$ cat config.mk
export PLATFORM = sky130hd
export DESIGN_NAME = json_string_escaper_unit
export DESIGN_NICKNAME = d
export VERILOG_FILES = /design/src/hw/rtl/jse_pkg.sv /design/src/hw/rtl/jse_queue.sv /design/src/hw/rtl/jse_front.sv /design/src/hw/rtl/jse_back.sv /design/src/hw/rtl/json_string_escaper_unit.sv
export SDC_FILE = /design/constraint.sdc
export NUM_CORES = 1
export LEC_CHECK = 0
export BUFFER_PORTS_ARGS = -buffer_cell sky130_fd_sc_hd__clkbuf_2
export CORE_ASPECT_RATIO = 0.6
export CORE_UTILIZATION = 55
export DETAILED_ROUTE_END_ITERATION = 8
export PLACE_DENSITY = 0.82
export SYNTH_ARGS = -nofsm -noshare
export SYNTH_HDL_FRONTEND = slang
export SYNTH_SLANG_ARGS = --single-unit
export TNS_END_PERCENT = 1
$ cat constraint.sdc
create_clock -name clk -period 6.78 [get_ports clk]
set_clock_uncertainty 0.1 [all_clocks]
set_input_delay 0.678 -clock clk [delete_from_list [all_inputs] [get_ports clk]]
set_output_delay 0.678 -clock clk [all_outputs]
set_load 0.02 [all_outputs]
$ cat src/hw/rtl/jse_pkg.sv
package jse_pkg;

  // configuration register
  localparam int CFG_W = 13;
  localparam logic [CFG_W-1:0] CAP_RESET = 13'd384;
  localparam int MAX_CAPACITY_DEFAULT = 4096;

  // control bytes below this value that have no short escape need a unicode escape
  localparam logic [7:0] CTRL_LIMIT = 8'h20;

  // characters used in escapes
  localparam logic [7:0] CH_QUOTE     = 8'h22;
  localparam logic [7:0] CH_BACKSLASH = 8'h5C;
  localparam logic [7:0] CH_BS        = 8'h08;
  localparam logic [7:0] CH_FF        = 8'h0C;
  localparam logic [7:0] CH_LF        = 8'h0A;
  localparam logic [7:0] CH_CR        = 8'h0D;
  localparam logic [7:0] CH_TAB       = 8'h09;
  localparam logic [7:0] CH_LOW_B     = 8'h62;
  localparam logic [7:0] CH_LOW_F     = 8'h66;
  localparam logic [7:0] CH_LOW_N     = 8'h6E;
  localparam logic [7:0] CH_LOW_R     = 8'h72;
  localparam logic [7:0] CH_LOW_T     = 8'h74;
  localparam logic [7:0] CH_LOW_U     = 8'h75;
  localparam logic [7:0] CH_ZERO      = 8'h30;
  localparam logic [7:0] CH_TERM      = 8'h00;

  // depth of the job queue between front and back
  localparam int QUEUE_DEPTH = 4;

  // kind of output sequence one request expands into
  typedef enum logic [1:0] {
    JOB_ONE  = 2'd0,
    JOB_TWO  = 2'd1,
    JOB_SIX  = 2'd2,
    JOB_TERM = 2'd3
  } job_kind_t;

  // one queued job: for JOB_TWO data holds the escape letter,
  // for JOB_ONE and JOB_SIX the raw byte
  typedef struct packed {
    job_kind_t  kind;
    logic [7:0] data;
    logic       status;
  } job_t;

  // lowercase hex digit
  function automatic logic [7:0] hex_lower(input logic [3:0] nib);
    logic [7:0] ch;
    if (nib < 4'd10) begin
      ch = CH_ZERO + {4'd0, nib};
    end else begin
      ch = 8'h57 + {4'd0, nib};
    end
    return ch;
  endfunction

endpackage

$ cat src/hw/rtl/jse_queue.sv
module jse_queue (
  input  logic           clk,
  input  logic           rst,
  input  logic           push,
  input  jse_pkg::job_t  push_job,
  output logic           full,
  input  logic           pop,
  output logic           empty,
  output jse_pkg::job_t  head
);

  localparam int PTR_W = $clog2(jse_pkg::QUEUE_DEPTH);
  localparam int CNT_W = $clog2(jse_pkg::QUEUE_DEPTH + 1);

  jse_pkg::job_t entries [jse_pkg::QUEUE_DEPTH];
  logic [PTR_W-1:0] wr_ptr;
  logic [PTR_W-1:0] rd_ptr;
  logic [CNT_W-1:0] count;

  assign full  = (count == CNT_W'(jse_pkg::QUEUE_DEPTH));
  assign empty = (count == '0);
  assign head  = entries[rd_ptr];

  // storage
  always_ff @(posedge clk) begin
    if (push) begin
      entries[wr_ptr] <= push_job;
    end
  end

  // pointers and fill count
  always_ff @(posedge clk) begin
    if (rst) begin
      wr_ptr <= '0;
      rd_ptr <= '0;
      count  <= '0;
    end else begin
      if (push) begin
        wr_ptr <= wr_ptr + PTR_W'(1);
      end
      if (pop) begin
        rd_ptr <= rd_ptr + PTR_W'(1);
      end
      if (push && !pop) begin
        count <= count + CNT_W'(1);
      end else if (pop && !push) begin
        count <= count - CNT_W'(1);
      end
    end
  end

endmodule

$ cat src/hw/rtl/jse_front.sv
module jse_front #(
  parameter int MAX_CAPACITY = jse_pkg::MAX_CAPACITY_DEFAULT
) (
  input  logic                     clk,
  input  logic                     rst,
  input  logic                     cfg_we,
  input  logic [jse_pkg::CFG_W-1:0] cfg_data,
  input  logic                     in_valid,
  output logic                     in_ready,
  input  logic [7:0]               char_byte,
  input  logic                     string_end,
  input  logic                     queue_full,
  output logic                     push,
  output jse_pkg::job_t            push_job
);

  localparam int CNT_W = (MAX_CAPACITY > 2) ? $clog2(MAX_CAPACITY) : 1;
  localparam int CAP_W = $clog2(MAX_CAPACITY + 1);
  localparam int SUM_W = ((CAP_W > jse_pkg::CFG_W) ? CAP_W : jse_pkg::CFG_W) + 1;

  logic [jse_pkg::CFG_W-1:0] out_capacity;
  logic [CNT_W-1:0]          bytes_used;
  logic                      overflowed;

  logic                      take;
  jse_pkg::job_kind_t        kind;
  logic [7:0]                esc;
  logic [2:0]                seq_len;
  logic [SUM_W-1:0]          cap;
  logic [SUM_W-1:0]          sum;
  logic                      fits;

  assign in_ready = !queue_full;
  assign take     = in_valid && in_ready;

  // classify the byte
  always_comb begin
    esc = 8'd0;
    unique case (char_byte)
      jse_pkg::CH_QUOTE:     esc = jse_pkg::CH_QUOTE;
      jse_pkg::CH_BACKSLASH: esc = jse_pkg::CH_BACKSLASH;
      jse_pkg::CH_BS:        esc = jse_pkg::CH_LOW_B;
      jse_pkg::CH_FF:        esc = jse_pkg::CH_LOW_F;
      jse_pkg::CH_LF:        esc = jse_pkg::CH_LOW_N;
      jse_pkg::CH_CR:        esc = jse_pkg::CH_LOW_R;
      jse_pkg::CH_TAB:       esc = jse_pkg::CH_LOW_T;
      default:               esc = 8'd0;
    endcase
    if (esc != 8'd0) begin
      kind    = jse_pkg::JOB_TWO;
      seq_len = 3'd2;
    end else if (char_byte < jse_pkg::CTRL_LIMIT) begin
      kind    = jse_pkg::JOB_SIX;
      seq_len = 3'd6;
    end else begin
      kind    = jse_pkg::JOB_ONE;
      seq_len = 3'd1;
    end
  end

  // fit test against the saturated capacity
  always_comb begin
    if (SUM_W'(out_capacity) > SUM_W'(MAX_CAPACITY)) begin
      cap = SUM_W'(MAX_CAPACITY);
    end else begin
      cap = SUM_W'(out_capacity);
    end
    sum  = SUM_W'(bytes_used) + SUM_W'(seq_len);
    fits = (sum < cap);
  end

  // job for the back end
  always_comb begin
    push            = 1'b0;
    push_job.kind   = kind;
    push_job.data   = (kind == jse_pkg::JOB_TWO) ? esc : char_byte;
    push_job.status = 1'b0;
    if (take) begin
      if (string_end) begin
        push            = 1'b1;
        push_job.kind   = jse_pkg::JOB_TERM;
        push_job.status = overflowed || (cap == '0);
      end else if (!overflowed && fits) begin
        push = 1'b1;
      end
    end
  end

  // capacity register
  always_ff @(posedge clk) begin
    if (rst) begin
      out_capacity <= jse_pkg::CAP_RESET;
    end else if (cfg_we) begin
      out_capacity <= cfg_data;
    end
  end

  // running count and sticky overflow
  always_ff @(posedge clk) begin
    if (rst) begin
      bytes_used <= '0;
      overflowed <= 1'b0;
    end else if (take) begin
      if (string_end) begin
        bytes_used <= '0;
        overflowed <= 1'b0;
      end else if (!overflowed) begin
        if (fits) begin
          bytes_used <= sum[CNT_W-1:0];
        end else begin
          overflowed <= 1'b1;
        end
      end
    end
  end

endmodule

$ cat src/hw/rtl/jse_back.sv
module jse_back (
  input  logic          clk,
  input  logic          rst,
  input  logic          queue_empty,
  input  jse_pkg::job_t head,
  output logic          pop,
  output logic          out_valid,
  input  logic          out_ready,
  output logic [7:0]    out_char,
  output logic          is_terminator,
  output logic          escape_status,
  output logic          last_of_run
);

  logic [2:0] step;
  logic [2:0] last_step;
  logic       load;
  logic       at_last;
  logic [7:0] byte_sel;

  logic [7:0] out_char_r;
  logic       is_term_r;
  logic       status_r;
  logic       last_r;

  assign load    = (!out_valid || out_ready) && !queue_empty;
  assign at_last = (step == last_step);
  assign pop     = load && at_last;

  // last step of the head job (sequence length minus one)
  always_comb begin
    unique case (head.kind)
      jse_pkg::JOB_TWO: last_step = 3'd1;
      jse_pkg::JOB_SIX: last_step = 3'd5;
      default:          last_step = 3'd0;
    endcase
  end

  // pick the byte at the current step
  always_comb begin
    byte_sel = head.data;
    unique case (head.kind)
      jse_pkg::JOB_TWO: begin
        byte_sel = (step == 3'd0) ? jse_pkg::CH_BACKSLASH : head.data;
      end
      jse_pkg::JOB_SIX: begin
        case (step)
          3'd0:    byte_sel = jse_pkg::CH_BACKSLASH;
          3'd1:    byte_sel = jse_pkg::CH_LOW_U;
          3'd2:    byte_sel = jse_pkg::CH_ZERO;
          3'd3:    byte_sel = jse_pkg::CH_ZERO;
          3'd4:    byte_sel = jse_pkg::hex_lower(head.data[7:4]);
          default: byte_sel = jse_pkg::hex_lower(head.data[3:0]);
        endcase
      end
      jse_pkg::JOB_TERM: byte_sel = jse_pkg::CH_TERM;
      default:           byte_sel = head.data;
    endcase
  end

  // step counter within the current job
  always_ff @(posedge clk) begin
    if (rst) begin
      step <= 3'd0;
    end else if (load) begin
      step <= at_last ? 3'd0 : step + 3'd1;
    end
  end

  // output register
  always_ff @(posedge clk) begin
    if (rst) begin
      out_valid <= 1'b0;
    end else if (load) begin
      out_valid <= 1'b1;
    end else if (out_ready) begin
      out_valid <= 1'b0;
    end
  end

  always_ff @(posedge clk) begin
    if (load) begin
      out_char_r <= byte_sel;
      is_term_r  <= (head.kind == jse_pkg::JOB_TERM);
      status_r   <= (head.kind == jse_pkg::JOB_TERM) && head.status;
      last_r     <= at_last;
    end
  end

  assign out_char      = out_char_r;
  assign is_terminator = is_term_r;
  assign escape_status = status_r;
  assign last_of_run   = last_r;

endmodule

$ cat src/hw/rtl/json_string_escaper_unit.sv
// JSON string escaper. Input requests carry one raw byte each (or an end mark);
// output requests carry one escaped byte each, with the terminator (0x00) and
// an ok/overflow status closing every string. The front takes one input
// request per cycle while its four-entry job queue has room; the back emits
// one output byte per cycle while out_ready is high and a job is queued, so a
// plain byte becomes 1 output byte, a quote, backslash or short control escape
// 2 bytes and a \u00xx escape 6 bytes, and the output register sets the
// sustained rate. The first output byte passes through the job queue and the
// output register. Bytes that do not fit the capacity (one place kept for the
// terminator) set a sticky overflow and, like every later byte of that string,
// are dropped without output. out_capacity is written through cfg_we/cfg_data
// and is used saturated at MAX_CAPACITY; write it only while the block is idle.
module json_string_escaper_unit #(
  parameter int MAX_CAPACITY = jse_pkg::MAX_CAPACITY_DEFAULT
) (
  input  logic                      clk,
  input  logic                      rst,
  input  logic                      cfg_we,
  input  logic [jse_pkg::CFG_W-1:0] cfg_data,
  input  logic                      in_valid,
  output logic                      in_ready,
  input  logic [7:0]                char_byte,
  input  logic                      string_end,
  output logic                      out_valid,
  input  logic                      out_ready,
  output logic [7:0]                out_char,
  output logic                      is_terminator,
  output logic                      escape_status,
  output logic                      last_of_run
);

  logic          push;
  jse_pkg::job_t push_job;
  logic          queue_full;
  logic          queue_empty;
  logic          pop;
  jse_pkg::job_t head;

  // classify and account
  jse_front #(
    .MAX_CAPACITY(MAX_CAPACITY)
  ) u_front (
    .clk        (clk),
    .rst        (rst),
    .cfg_we     (cfg_we),
    .cfg_data   (cfg_data),
    .in_valid   (in_valid),
    .in_ready   (in_ready),
    .char_byte  (char_byte),
    .string_end (string_end),
    .queue_full (queue_full),
    .push       (push),
    .push_job   (push_job)
  );

  // job queue
  jse_queue u_queue (
    .clk      (clk),
    .rst      (rst),
    .push     (push),
    .push_job (push_job),
    .full     (queue_full),
    .pop      (pop),
    .empty    (queue_empty),
    .head     (head)
  );

  // expand jobs into bytes
  jse_back u_back (
    .clk           (clk),
    .rst           (rst),
    .queue_empty   (queue_empty),
    .head          (head),
    .pop           (pop),
    .out_valid     (out_valid),
    .out_ready     (out_ready),
    .out_char      (out_char),
    .is_terminator (is_terminator),
    .escape_status (escape_status),
    .last_of_run   (last_of_run)
  );

endmodule
Word-level counts from Yosys, hierarchy flattened
Memory sizes are Yosys's and may differ from the RTL's. A register that Yosys moved wholly into a read port is not among the register bits.
Index checks and enable logic that the tools add are counted.
Cells by class
  $add $sub $neg: 10
  magnitude comparators: 5
  eq/ne operators: 18
  muxes and demuxes: 35
  reduce and logical (&&, ||, !) cells: 24
Operators with widths (number)
  $pmux W7 S7: 1
  $eq A8 B4 Y1 const B: 5
  $mux W12: 3
  $mux W8: 4
  $pmux W8 S4: 1
  $pmux W8 S3: 1
  $add A7 B4 Y8 const A: 2
  $mux W3: 5
  $add A6 B4 Y7 const A: 2
  $logic_not A14 Y1: 1
  $lt A14 B13 Y1: 1
  $add A12 B3 Y13: 1
  $gt A13 B13 Y1 const B: 1
  $mux W13: 1
  $mux W1: 12
  $mux W2: 6
  $eq A8 B6 Y1 const B: 1
  $eq A8 B7 Y1 const B: 1
  $lt A4 B4 Y1 const B: 2
  $lt A8 B6 Y1 const B: 1
  $reduce_bool A8 Y1: 1
  $logic_and A1 B1 Y1: 7
  $add A3 B1 Y3 const B: 2
  $eq A3 B2 Y1 const B: 2
  other kinds (15): 28
Word-level totals
  flip-flop bits (word level): 48
  RAM bits: 44
  bits of input ports: 27
  output and inout port bits: 13
  memories kept: 1
Memory list
  u_queue.entries: words 4, bits a word 11, rd ports 1, clocked after Yosys merged registers in 1, wr ports 1, RTL line jse_queue.sv:15  | jse_pkg::job_t entries [jse_pkg::QUEUE_DEPTH];

Logic depth before layout (Yosys ltp)
  word-level depth: 14
  gate-level depth with buffers: 28

Modules after synthesis
A second synthesis with hierarchy kept.
Unflattened totals
  cells, all modules: 450
  area, all modules: 4982.3 um^2
Modules (own cells, without submodules)
  jse_queue: instances 1, cells an instance 101, area each 2018.2 um^2
  jse_front: instances 1, cells an instance 237, area each 1910.6 um^2
  jse_back: instances 1, cells an instance 112, area each 1053.5 um^2

Worst setup path before layout
Ideal clock, no wire load.
  kind: in2reg
  start: in char_byte[7]
  end: reg u_queue.count[2]
  data arrival time: 5.787 ns
  required time: 6.610 ns
  slack: 0.823 ns
  cell stages on the path: 25
  buffers on the path: 2
  cell sequence: nor4_1 > nand2_1 > o21ai_0 > and3b_1 > nor2_1 > and2_1 > fa_1 > nor2b_1 > o21bai_1 > or2_2 > o21a_1 > or2_2 > ha_1 > and3_1 > a22o_1 > o31a_1 > buf_2 > buf_4 > inv_1 > ha_1 > inv_1 > fa_1 > xor2_1 > or3_1 > a21oi_1
On the way
  cells in the longest elaborated chain, start to end: 13
  elaborated cells between the ends (all ways): 23
  those cells by class: add/sub (1); order compare (2); eq/ne (7); mux (7); reduce/logical (6)
Ends and longest elaborated chain
  start: declaration: RTL line json_string_escaper_unit.sv:22  | input logic [7:0] char_byte,
  $eq A8 B4 Y1 (tied with other cells): RTL line jse_front.sv:39  | unique case (char_byte)
  $pmux W7 S7: RTL line jse_front.sv:39
  $reduce_bool A8 Y1: RTL line jse_front.sv:49  | if (esc != 8'd0) begin
  $mux W3 (*): RTL line jse_front.sv:49
  $add A12 B3 Y13 (*): RTL line jse_front.sv:68  | sum = SUM_W'(bytes_used) + SUM_W'(seq_len);
  $lt A14 B13 Y1 (*): RTL line jse_front.sv:69  | fits = (sum < cap);
  $logic_and A1 B1 Y1 (*): RTL line jse_front.sv:83  | end else if (!overflowed && fits) begin
  $mux W1 (*): RTL line jse_front.sv:83
  $mux W1 (*): RTL line jse_front.sv:79  | if (string_end) begin
  $mux W1 (*): RTL line jse_front.sv:78  | if (take) begin
  net push: RTL line json_string_escaper_unit.sv:32  | logic push;
  $logic_not A1 Y1: RTL line jse_queue.sv:46  | end else if (pop && !push) begin
  $logic_and A1 B1 Y1: RTL line jse_queue.sv:46
  $reduce_bool A2 Y1 (no source line)
  end signal: assignment: RTL line jse_queue.sv:45  | count <= count + CNT_W'(1);
  end signal: assignment: RTL line jse_queue.sv:47  | count <= count - CNT_W'(1);
  end: declaration: RTL line jse_queue.sv:18  | logic [CNT_W-1:0] count;
Mark *: on every way through the listed nets, which the timed path passes. The rest lies on a longest branch.
A chain may end at the register's enable or synchronous reset.

Worst setup path after layout
Ends and elaborated chain as after synthesis.

==> flow_summary.json <==
{
  "fin_crit_ns": 6.02,
  "ios": 40,
  "dieArea_um2": 9230,
  "wl_per_cell_um": 17.1,
  "finalPower_uw": 1970,
  "syn2layout_area_growth_pct": 13.4,
  "rows": 26,
  "synth_fp_nets": 506,
  "switchingPower_uw": 650,
  "num-fill-cells": 642,
  "grt_pass1_wl_um": 16700,
  "grt_start_max_net_pins": 39,
  "p_comb_share_pct": 31.0,
  "cap_violations": 0,
  "fin_crit_sh_pct": 88.8,
  "cts_resized": 0,
  "p_int_uw": 1320,
  "hold_class": "flop to flop",
  "netlist_area_um2": 4860,
  "crit_fanout": 8,
  "synth_commonest_cells": "55 x edfxtp_1, 53 x nor2_1, 39 x dfxtp_1, 39 x nand2_1, 31 x ha_1",
  "vias_per_cell": 5.92,
  "utilization_pct": 64.4,
  "clkTransAtPathRegs_ns": 0.07,
  "post_synth.cell_area_avg_um2": 10.9,
  "die_x_um": 123,
  "ys_seq_area_share_pct": 50.0,
  "grt_use_total_pct": 24.8,
  "vdd_drop_max_v": 0.000168,
  "antenna_found_initial": 0,
  "cp-start-kind": "input pin",
  "startpoint": "char_byte[7]",
  "first_iter_violations": 418,
  "synth-simple-area-share_pct": 15.0,
  "die_y_um": 74.8,
  "cts_tree": "built",
  "ys_seq_elements": 94,
  "cts_buffers": 9,
  "reg2reg_from": "u_front.bytes_used[0]",
  "hold_depth": 2,
  "gp_congestion": 0.935,
  "synthTopCellsByArea": "edfxtp_1 34%, dfxtp_1 16%, ha_1 8.0%",
  "synthMuxAreaShare_pct": 8.78,
  "worst_slew_pin_slew_ns": 0.811,
  "r2r_cells": 19,
  "tns_ns": 0,
  "yosys.area.top_type_share_pct": 34.0,
  "slew_headroom_pct": 45.9,
  "dpl_cell_area_um2": 5170,
  "synth_flop_cell": "edfxtp_1",
  "cp.required_ns": 6.95,
  "final-seq-area_um2": 2430,
  "synth_top_family_by_area": "simple AND/OR/NAND/NOR gates",
  "end_kind": "flop",
  "critPathKind": "input pin to flop",
  "wl_um": 10300,
  "antenna_cells": 0,
  "syn-instance-count": 446,
  "max_freq_mhz": 166,
  "synth_most_common_cell": "edfxtp_1",
  "rrSetupSlack_ns": 2.13,
  "holdPathEnd": "u_back.out_valid",
  "cts.sinks": 94,
  "hpwl_um": 7470,
  "synth_xor_area_share_pct": 2.70,
  "coreArea_um2": 8560,
  "drive_gt1_share_pct": 15.3,
  "hold_viol": 0,
  "drc_errors": 0,
  "num-nets-final": 546,
  "hold_ws_ns": 0.383,
  "portBuffers": 39,
  "synth_edf_count": 55,
  "start_util_pct": 56.8,
  "post_cts_buffers": 0,
  "postRouteAntennaNets": 0,
  "min_from": "u_back.out_valid",
  "multi_input_area_um2": 2270,
  "yosys.area_share.adder_pct": 8.80,
  "setup_viol": 0,
  "design_area_um2": 5510,
  "clock_latency_ns": 0.35,
  "worstPathArrival_ns": 6.19,
  "power_density_nw_per_um2": 358,
  "clockBufferDepth": 2,
  "htreeDepth": 3,
  "grt_pass1_vias": 3298,
  "synth-compound-area-share_pct": 11.4,
  "yosys_warnings": 0,
  "rsz0062_at_grt": "no",
  "grt_overflow": 0,
  "yosysTopAreaCell": "edfxtp_1",
  "clkPwrFrac_pct": 29.1,
  "cts-root-buf": "clkbuf_16",
  "dr.pass1.iters": 5,
  "power_frac_seq_pct": 39.9,
  "cts_hold_buffers": 0,
  "switching_share_pct": 32.9,
  "p_leak_uw": 0.00225,
  "slew_viol_final": 0,
  "via_count": 3568,
  "ys_types": 59,
  "async_flop_share_pct": 0,
  "rr_endpoint": "u_queue.count[2]",
  "status": "completed"
}
[per-layer routing]
layer	global-route usage, %	up-vias	part of all wire [%]
met2	35.8	133	42
met4	7.50	0	1.1
met1	36.5	1714	49
met3	6.74	14	7.7
met5	0	-	0
li1	-	1707	-
[worst max-delay path, cell delays in order]
cell      delay, ns
clkbuf_2       0.14
nor4_1         0.63
nand2_1        0.11
o21ai_0        0.09
and3b_1        0.28
nor2_1         0.14
and2_1         0.21
fa_1           0.44
nor2b_1        0.18
o21bai_1       0.10
or2_2          0.34
o21a_1         0.20
or2_2          0.31
ha_1           0.32
and3_1         0.15
a22o_1         0.23
o31a_1         0.30
inv_1          0.09
ha_1           0.18
inv_1          0.06
fa_1           0.37
xor2_1         0.18
or3_1          0.31
a21oi_1        0.14
[state kept, by name, indices dropped and copies added, names as in the netlist, named ones only]
name / cells
u_back.escape_status: 1
u_back.is_terminator: 1
u_back.last_of_run: 1
u_back.out_char: 8
u_back.out_valid: 1
u_back.step: 3
u_front.bytes_used: 12
u_front.out_capacity: 13
u_front.overflowed: 1
u_queue.count: 3
u_queue.entries: 44
u_queue.rd_ptr: 2
u_queue.wr_ptr: 2
[final cells by class]
| cell class | instances | area share (%) |
|---|---|---|
| Sequential cell | 94 | 44.1 |
| Clock inverter | 7 | 2.18 |
| Tap cell | 112 | 2.54 |
| Timing Repair Buffer | 45 | 4.36 |
| Multi-Input combinational cell | 313 | 41.1 |
| Clock buffer | 9 | 4.09 |
| Inverter | 23 | 1.57 |
[power groups by stage]
stage / clock network, uW / registers, uW / logic (uW)
floorplan: 0 / 827 / 402
global placement: 0 / 794 / 588
detailed placement: 0 / 801 / 603
CTS: 582 / 790 / 609
global route: 605 / 802 / 681
finish: 574 / 788 / 612
[through the flow]
stage                     setup slack [ns]  cells
after detailed placement             0.437    587
final                                0.759    603
after global routing                 0.381    603
after CTS                            0.780    603
after floorplan                      0.823    446
after global placement               0.701    587
[layout by cell type (no fill, tap or decap), types with 5 or more instances in the layout]
cell type / instances
a21oi_1: 24
o21ai_0: 15
nand3_1: 6
mux4_1: 7
o22ai_1: 5
clkbuf_2: 39
a22oi_1: 8
nor2b_1: 11
buf_4: 6
mux2i_1: 13
nor3_1: 13
dfxtp_1: 39
nand2_1: 39
clkbuf_16: 9
edfxtp_1: 55
ha_1: 31
xnor2_1: 5
xor2_1: 10
nor4_1: 5
or2_2: 5
nor2_1: 53
and2_1: 5
inv_1: 23
[cell families after synthesis]
logic type / count (synthesis)
and+or+nand+nor: 154
xor gates and xnor gates: 15
AOI/OAI and AO/OA: 85
DFF: 94
buffers and inverters: 39
adders and majority gates: 33
muxes: 26
[worst max-delay path by stage]
stage / to / slack [ns] / cells past startpoint
floorplan: u_queue.count[2] / 0.82 / 25
global placement: u_queue.count[2] / 0.70 / 24
detailed placement: u_queue.count[2] / 0.44 / 24
CTS: u_queue.count[2] / 0.78 / 24
global route: u_queue.count[2] / 0.38 / 25
finish: u_queue.count[2] / 0.76 / 24
Note: power is estimated with default switching activity, not from simulation.
